`src/hdl/assert_macros.svh`:
```
// ---------------------------------------------------------------------------
// assertion macros shared by the radix digit converter
// ---------------------------------------------------------------------------
`ifndef ASSERT_MACROS_SVH
`define ASSERT_MACROS_SVH

// same-cycle implication
`define RDC_ASSERT_IMP(lbl, clk, rst, ante, cons, msg) \
   lbl: assert property (@(posedge clk) disable iff (rst) (ante) |-> (cons)) else $error(msg);

// next-cycle implication
`define RDC_ASSERT_NXT(lbl, clk, rst, ante, cons, msg) \
   lbl: assert property (@(posedge clk) disable iff (rst) (ante) |=> (cons)) else $error(msg);

`endif

```
`src/hdl/rdc_pkg.sv`:
```
// ---------------------------------------------------------------------------
// rdc_pkg
// types, constants and the digit-to-character mapping of the radix converter
// ---------------------------------------------------------------------------
package rdc_pkg;

   localparam int NUMBER_W = 31;
   localparam int RADIX_W  = 6;
   localparam int DIGIT_W  = 6;
   localparam int CHAR_W   = 7;

   localparam logic [RADIX_W-1:0] RADIX_MIN = 6'd2;
   localparam logic [RADIX_W-1:0] RADIX_MAX = 6'd36;

   localparam logic [CHAR_W-1:0]  CHAR_ZERO = 7'h30;  // '0'
   localparam logic [CHAR_W-1:0]  CHAR_A    = 7'h61;  // 'a'
   localparam logic [DIGIT_W-1:0] DEC_LIMIT = 6'd10;

   typedef struct packed {
      logic [NUMBER_W-1:0] number;
      logic [RADIX_W-1:0]  radix;
   } req_type;

   typedef struct packed {
      logic [CHAR_W-1:0] digit_char;
      logic              last;
      logic              error;
   } rsp_type;

   // carry wavefront passed from one digit cell to the next
   typedef struct packed {
      logic valid;
      logic carry;
   } link_type;

   function automatic logic [CHAR_W-1:0] to_ascii(input logic [DIGIT_W-1:0] d);
      logic [CHAR_W-1:0] c;
      if (d < DEC_LIMIT) begin
         c = CHAR_ZERO + CHAR_W'(d);
      end else begin
         c = CHAR_A + CHAR_W'(d - DEC_LIMIT);
      end
      return c;
   endfunction

endpackage

```
`src/hdl/radix_digit_converter.sv`:
```
// ---------------------------------------------------------------------------
// radix_digit_converter
// converts an unsigned integer to ascii digits in a base from 2 to 36
// ---------------------------------------------------------------------------
// usage:
//   req channel carries number and radix; rsp channel returns one beat per
//   digit, most significant first, with last set on the final digit.
//   a radix outside 2..36 returns a single beat with error and last set and
//   digit_char zero. zero converts to the single digit '0'.
//   conversion runs through a row of VALUE_BITS digit cells: the number's
//   bits enter the lowest cell msb first and each cell doubles its digit and
//   adds a carry modulo the radix, the carry moving one cell per cycle.
//   the carry wavefront first crosses the whole row, then the row shifts out
//   toward the top cell in readout, skipping leading zeros.
//   one number is in flight at a time; req_stall is high until its last
//   beat is loaded into the output register.
//   a stalled rsp beat holds in the output register and readout pauses.
//   reset (synchronous, active high) returns to idle with no rsp beat.
// ---------------------------------------------------------------------------
`include "assert_macros.svh"

module radix_digit_converter #(
   parameter int VALUE_BITS = 31
) (
   input  logic             clock,
   input  logic             reset,
   input  logic             req_valid,
   output logic             req_stall,
   input  rdc_pkg::req_type req_payload,
   output logic             rsp_valid,
   input  logic             rsp_stall,
   output rdc_pkg::rsp_type rsp_payload
);
   import rdc_pkg::*;

   localparam int CW = $clog2(2 * VALUE_BITS);

   typedef enum logic [3:0] {
      ST_IDLE = 4'b0001,
      ST_CONV = 4'b0010,
      ST_EMIT = 4'b0100,
      ST_ERR  = 4'b1000
   } state_type;

   state_type             state_ff, state_in;
   logic [CW-1:0]         cnt_ff, cnt_in;
   logic [VALUE_BITS-1:0] num_ff, num_in;
   logic [RADIX_W-1:0]    radix_ff, radix_in;
   logic                  started_ff, started_in;
   logic                  rsp_valid_ff, rsp_valid_in;
   rsp_type               rsp_ff, rsp_in;

   link_type              link [VALUE_BITS+1];
   logic [DIGIT_W-1:0]    dig [VALUE_BITS+1];

   logic                  req_beat, radix_ok, out_free, cell_clear, cell_shift;
   logic [DIGIT_W-1:0]    top_digit;
   logic                  skip_zero;

   assign req_beat = req_valid && !req_stall;
   assign radix_ok = (req_payload.radix >= RADIX_MIN) && (req_payload.radix <= RADIX_MAX);
   assign out_free = !rsp_valid_ff || !rsp_stall;

   assign top_digit = dig[VALUE_BITS];
   assign skip_zero = !started_ff && (top_digit == '0) && (cnt_ff > CW'(1));

   // lowest cell takes the number's bits, msb first
   assign link[0].valid = (state_ff == ST_CONV) && (cnt_ff < CW'(VALUE_BITS));
   assign link[0].carry = num_ff[VALUE_BITS-1];
   assign dig[0]        = '0;

   assign cell_clear = req_beat;
   assign cell_shift = (state_ff == ST_EMIT) && (skip_zero || out_free);

   for (genvar i = 0; i < VALUE_BITS; i++) begin : g_cell
      rdc_cell u_cell (
         .clock     (clock),
         .reset     (reset),
         .radix     (radix_ff),
         .clear     (cell_clear),
         .shift     (cell_shift),
         .link_in   (link[i]),
         .link_out  (link[i+1]),
         .digit_in  (dig[i]),
         .digit_out (dig[i+1])
      );
   end

   always_comb begin
      state_in     = state_ff;
      cnt_in       = cnt_ff;
      num_in       = num_ff;
      radix_in     = radix_ff;
      started_in   = started_ff;
      rsp_valid_in = rsp_valid_ff && rsp_stall;
      rsp_in       = rsp_ff;
      case (state_ff)
         ST_IDLE: begin
            if (req_beat) begin
               num_in     = VALUE_BITS'(req_payload.number);
               radix_in   = req_payload.radix;
               cnt_in     = '0;
               started_in = 1'b0;
               state_in   = radix_ok ? ST_CONV : ST_ERR;
            end
         end
         ST_CONV: begin
            num_in = num_ff << 1;
            cnt_in = cnt_ff + CW'(1);
            // last update lands in the top cell
            if (cnt_ff == CW'(2 * VALUE_BITS - 2)) begin
               cnt_in   = CW'(VALUE_BITS);
               state_in = ST_EMIT;
            end
         end
         ST_EMIT: begin
            if (skip_zero) begin
               cnt_in = cnt_ff - CW'(1);
            end else if (out_free) begin
               cnt_in            = cnt_ff - CW'(1);
               started_in        = 1'b1;
               rsp_valid_in      = 1'b1;
               rsp_in.digit_char = to_ascii(top_digit);
               rsp_in.last       = (cnt_ff == CW'(1));
               rsp_in.error      = 1'b0;
               if (cnt_ff == CW'(1)) begin
                  state_in = ST_IDLE;
               end
            end
         end
         ST_ERR: begin
            if (out_free) begin
               rsp_valid_in      = 1'b1;
               rsp_in.digit_char = '0;
               rsp_in.last       = 1'b1;
               rsp_in.error      = 1'b1;
               state_in          = ST_IDLE;
            end
         end
         default: begin
            state_in = ST_IDLE;
         end
      endcase
   end

   always_ff @(posedge clock) begin
      if (reset) begin
         state_ff     <= ST_IDLE;
         cnt_ff       <= '0;
         started_ff   <= 1'b0;
         rsp_valid_ff <= 1'b0;
      end else begin
         state_ff     <= state_in;
         cnt_ff       <= cnt_in;
         started_ff   <= started_in;
         rsp_valid_ff <= rsp_valid_in;
      end
   end

   always_ff @(posedge clock) begin
      num_ff   <= num_in;
      radix_ff <= radix_in;
      rsp_ff   <= rsp_in;
   end

   assign req_stall   = (state_ff != ST_IDLE);
   assign rsp_valid   = rsp_valid_ff;
   assign rsp_payload = rsp_ff;

   `RDC_ASSERT_NXT(a_busy_after_req, clock, reset, req_valid && !req_stall, req_stall, "accepted number did not make the block busy")
   `RDC_ASSERT_IMP(a_error_single, clock, reset, rsp_valid && rsp_payload.error, rsp_payload.last && (rsp_payload.digit_char == '0), "error beat not a single zero beat")
   `RDC_ASSERT_IMP(a_more_digits, clock, reset, rsp_valid && !rsp_payload.last, state_ff == ST_EMIT, "digit beat without last outside readout")

endmodule

```
`src/hdl/rdc_cell.sv`:
```
// ---------------------------------------------------------------------------
// rdc_cell
// one digit of the result: doubles itself and adds the incoming carry modulo
// the radix, passes the carry on, and shifts toward the top during readout
// ---------------------------------------------------------------------------
module rdc_cell (
   input  logic                         clock,
   input  logic                         reset,
   input  logic [rdc_pkg::RADIX_W-1:0]  radix,
   input  logic                         clear,
   input  logic                         shift,
   input  rdc_pkg::link_type            link_in,
   output rdc_pkg::link_type            link_out,
   input  logic [rdc_pkg::DIGIT_W-1:0]  digit_in,
   output logic [rdc_pkg::DIGIT_W-1:0]  digit_out
);
   import rdc_pkg::*;

   logic [DIGIT_W-1:0] digit_ff, digit_in_nxt;
   link_type           link_ff, link_in_nxt;
   logic [DIGIT_W:0]   twice;
   logic               over;

   // 2*d + c stays below 2*radix, so one subtract brings it back in range
   assign twice = {digit_ff, link_in.carry};
   assign over  = (twice >= {1'b0, radix});

   always_comb begin
      digit_in_nxt = digit_ff;
      if (clear) begin
         digit_in_nxt = '0;
      end else if (shift) begin
         digit_in_nxt = digit_in;
      end else if (link_in.valid) begin
         digit_in_nxt = over ? DIGIT_W'(twice - {1'b0, radix}) : DIGIT_W'(twice);
      end
   end

   always_comb begin
      link_in_nxt.valid = link_in.valid && !clear && !shift;
      link_in_nxt.carry = over;
   end

   always_ff @(posedge clock) begin
      digit_ff <= digit_in_nxt;
   end

   always_ff @(posedge clock) begin
      if (reset) begin
         link_ff <= '0;
      end else begin
         link_ff <= link_in_nxt;
      end
   end

   assign link_out  = link_ff;
   assign digit_out = digit_ff;

endmodule
```
`config.mk`:
```
export PLATFORM = sky130hd
export DESIGN_NAME = radix_digit_converter
export DESIGN_NICKNAME = d
export VERILOG_FILES = /design/src/hdl/rdc_pkg.sv /design/src/hdl/radix_digit_converter.sv /design/src/hdl/rdc_cell.sv
export VERILOG_INCLUDE_DIRS = /design/src /design/src/hdl
export SDC_FILE = /design/constraint.sdc
export NUM_CORES = 1
export LEC_CHECK = 0
export BUFFER_PORTS_ARGS = -buffer_cell sky130_fd_sc_hd__buf_4
export CELL_PAD_IN_SITES_DETAIL_PLACEMENT = 1
export CELL_PAD_IN_SITES_GLOBAL_PLACEMENT = 1
export CORE_MARGIN = 3
export CORE_UTILIZATION = 43
export DETAILED_ROUTE_END_ITERATION = 10
export PLACE_DENSITY_LB_ADDON = 0.1
export REMOVE_ABC_BUFFERS = 1
export SLEW_MARGIN = 20
export SYNTH_ARGS = -nofsm -noshare
export SYNTH_HDL_FRONTEND = slang
export SYNTH_SLANG_ARGS = --single-unit
```
`constraint.sdc`:
```
create_clock -name clock -period 5.43 [get_ports clock]
set_clock_uncertainty 0.15 [all_clocks]
set_input_delay 1.086 -clock clock [delete_from_list [all_inputs] [get_ports clock]]
set_output_delay 1.086 -clock clock [all_outputs]
set_load 0.01 [all_outputs]
```
==> results.yml <==
pwr:
  leakagePower_nw: 10.34
  p_total_mw: 6.111
  cellPowerDensity_nw_per_um2: 256.2
  ir_worst_vdd_mv: 0.2178
global_route:
  grt_pass1_vias: 20110
  grt_usage_pct: 24.28
  grt_max_degree: 160
  grt_pass1_wl_um: 106300
  antenna_found_initial: 1
  gr-total-overflow: 0
die:
  start_util_pct: 43.79
  core_um2: 49150
  dieHeight_um: 229.7
  rows: 81
  dieWidth_um: 229.7
  dieArea_um2: 52780
  io_pins: 52
worst_hold_path:
  hp-class: "reg2reg"
clock_network:
  htreeDepth: 2
  post_cts_buffers: 0
  cts_buffer_depth: 3
  root_buffer: "clkbuf_16"
  hold_buffers: 0
  cts_buffers: 40
  insertion_delay_ns: 0.58
  cts_tree: "done"
  clk_pin_slew_worst_paths_ns: 0.06
  cts_resized: 0
  cts_sinks: 304
final_layout:
  nFillCells: 5787
  final-seq-area_um2: 6546
  syn_to_final_growth_pct: 10.80
  num-nets-final: 2806
  drive_above_1_share_pct: 8.058
  multi_input_area_um2: 14130
  final_area_um2: 23850
synth:
  synth_top_area_share_pct: 24.00
  synth_area_um2: 21520
  synth-edff-count: 46
  yosysWarnings: 0
  syn_area_per_cell_um2: 8.478
  synth_ff_type: "dfxtp_1"
  synthCells: 2539
  yosysMostFrequentCell: "nand2_1"
  yosysTopAreaCell: "dfxtp_1"
  synthTopCellsByArea: "dfxtp_1, ha_1, edfxtp_1, mux2i_1, a21oi_1"
  yosys-top-cells-count: "nand2_1, dfxtp_1, a21oi_1, o21ai_0, ha_1"
  ys_types: 72
  synth_seq_area_share_pct: 30.41
  ys_seq_elements: 304
  async_flop_share_pct: 0
placement:
  globalplace.congestion: 0.8138
  io_buffers: 51
  hpwlAfterDp_um: 42150
  placed_area_um2: 22450
critical_path:
  required_ns: 5.69
  crit_family: "compound AO/OA/AOI/OAI gates"
  critPathBufInv: 2
  worstSetupPathType: "reg2reg"
  arrival_ns: 3.84
  worstPathCellList: "inv_2 > buf_4 > ha_1 > a21o_1 > a211o_1 > a41oi_2 > mux2_2 > mux2i_1 > a21oi_1"
  critPathMaxStageDelay_ns: 0.52
  setup.worst_path.start_class: "register"
  rrSetupSlack_ns: 1.85
  end_kind: "register"
  cp_slowest_cell: "inv_2"
  crit_path_max_fanout: 20
routing:
  vias_per_cell: 5.836
  drt-initial-drc-count: 885
  vias: 18880
  wl_per_cell_um: 19.86
  ant_nets: 0
  routed_wl_um: 64220
  firstDrtPassIters: 4
  drcViolationCount: 0
timing:
  setup_violations: 0
  max_slew_margin_pct: 25.82
  rsz0062_at_grt: "false"
  period_share_pct: 65.89
  tightestPinTransition_ns: 1.110
  maxSlewViolCount: 0
  hold_viol: 0
  fmax_mhz: 279.5
  fin_crit_ns: 3.578
run:
  maxCapViolations: 0
status:
  status: "completed"
sequential cells by signal, summed over array words and instances (netlist names):
name,count
cnt_ff,6
g_cell.u_cell.digit_out,186
g_cell.u_cell.link_out,60
num_ff,31
radix_ff,6
rsp_payload,9
rsp_valid,1
started_ff,1
state_ff,4
metrics by stage:
step	TNS, ns	cells	setup WS, ns	utilization [%]	hold slack [ns]
6_report	0	3234	1.852	48.52	0.3338
3_5_place_dp	0	3161	1.843	45.68	0.3305
3_3_place_gp	0	3161	1.934	45.68	0.3194
5_1_grt	0	3233	1.617	48.51	0.3627
4_1_cts	0	3233	1.811	48.51	0.3328
2_1_floorplan	-4.676	2427	-0.1669	-	0.2921
per-layer routing:
metal	track usage (%)	wire, um
met1	31.67	29790
met2	42.69	31270
met3	2.453	1611
met4	6.878	1552
met5	0	0
where the power goes:
group          internal [mW]  switching, mW
Clock                   1.69           1.08
Combinational          0.350          0.629
Sequential              2.34         0.0295
final cells by class:
type / instances / area share, %
multi-input combinational: 2015 / 59.25
sequential: 304 / 27.45
clock buffer: 54 / 5.010
tap: 664 / 3.484
timing repair buffer: 70 / 2.256
inverter: 108 / 1.710
clock inverter: 18 / 0.8289
antenna: 1 / 0.01049
worst min-delay path: stages, from the launching register on:
cell,delay (ns)
dfxtp_1,0.32
nand2_1,0.07
o31ai_1,0.06
cell families (layout without fill, tap and decap cells):
family          count (synthesis)  after routing  share of synthesized area, %
xor+xnor                       94             94                         3.825
other cells                     0              1                             0
compound gates                873            873                         26.41
simple gates                  674            674                         14.01
mux                           148            148                         7.039
buf+inv                       220            250                         4.086
fa+ha+maj                     226            226                         14.22
flops                         304            304                         30.41
placed cells by master, fill, tap and decap left out, drive strengths merged, types with 7 or more instances in the layout:
cell    netlist  layout
mux2         27      27
nand2b       56      56
fa           31      31
a41oi        17      17
o311a        32      32
a31oi        28      28
nor2b        23      23
o21a         49      49
a21o        111     111
clkinv        0      14
and3         21      21
xnor2        40      40
edfxtp       46      46
a22o         11      11
a21oi       236     236
a211o        15      15
nand3        24      24
a32oi         9       9
o31a          8       8
ha          195     195
clkbuf       73      54
mux2i       121     121
nand4        10      10
o31ai        30      30
xor2         54      54
nor2        164     164
nor3         65      65
inv         108     108
or3           7       7
a21boi        7       7
a211oi        9       9
o21ai       233     233
o211ai       40      40
buf          39      70
nand2       288     288
dfxtp       258     258
final timing paths:
check / start / endpoint / cells past startpoint
hold reg to reg: g_cell[19].u_cell.digit_out[5] / g_cell[20].u_cell.digit_out[5] / 2
setup / recovery: radix_ff[4] / g_cell[29].u_cell.digit_out[2] / 9
hold / removal: g_cell[19].u_cell.digit_out[5] / g_cell[20].u_cell.digit_out[5] / 2
setup reg to reg: radix_ff[4] / g_cell[29].u_cell.digit_out[2] / 9
(Power assumes the default switching activity.)
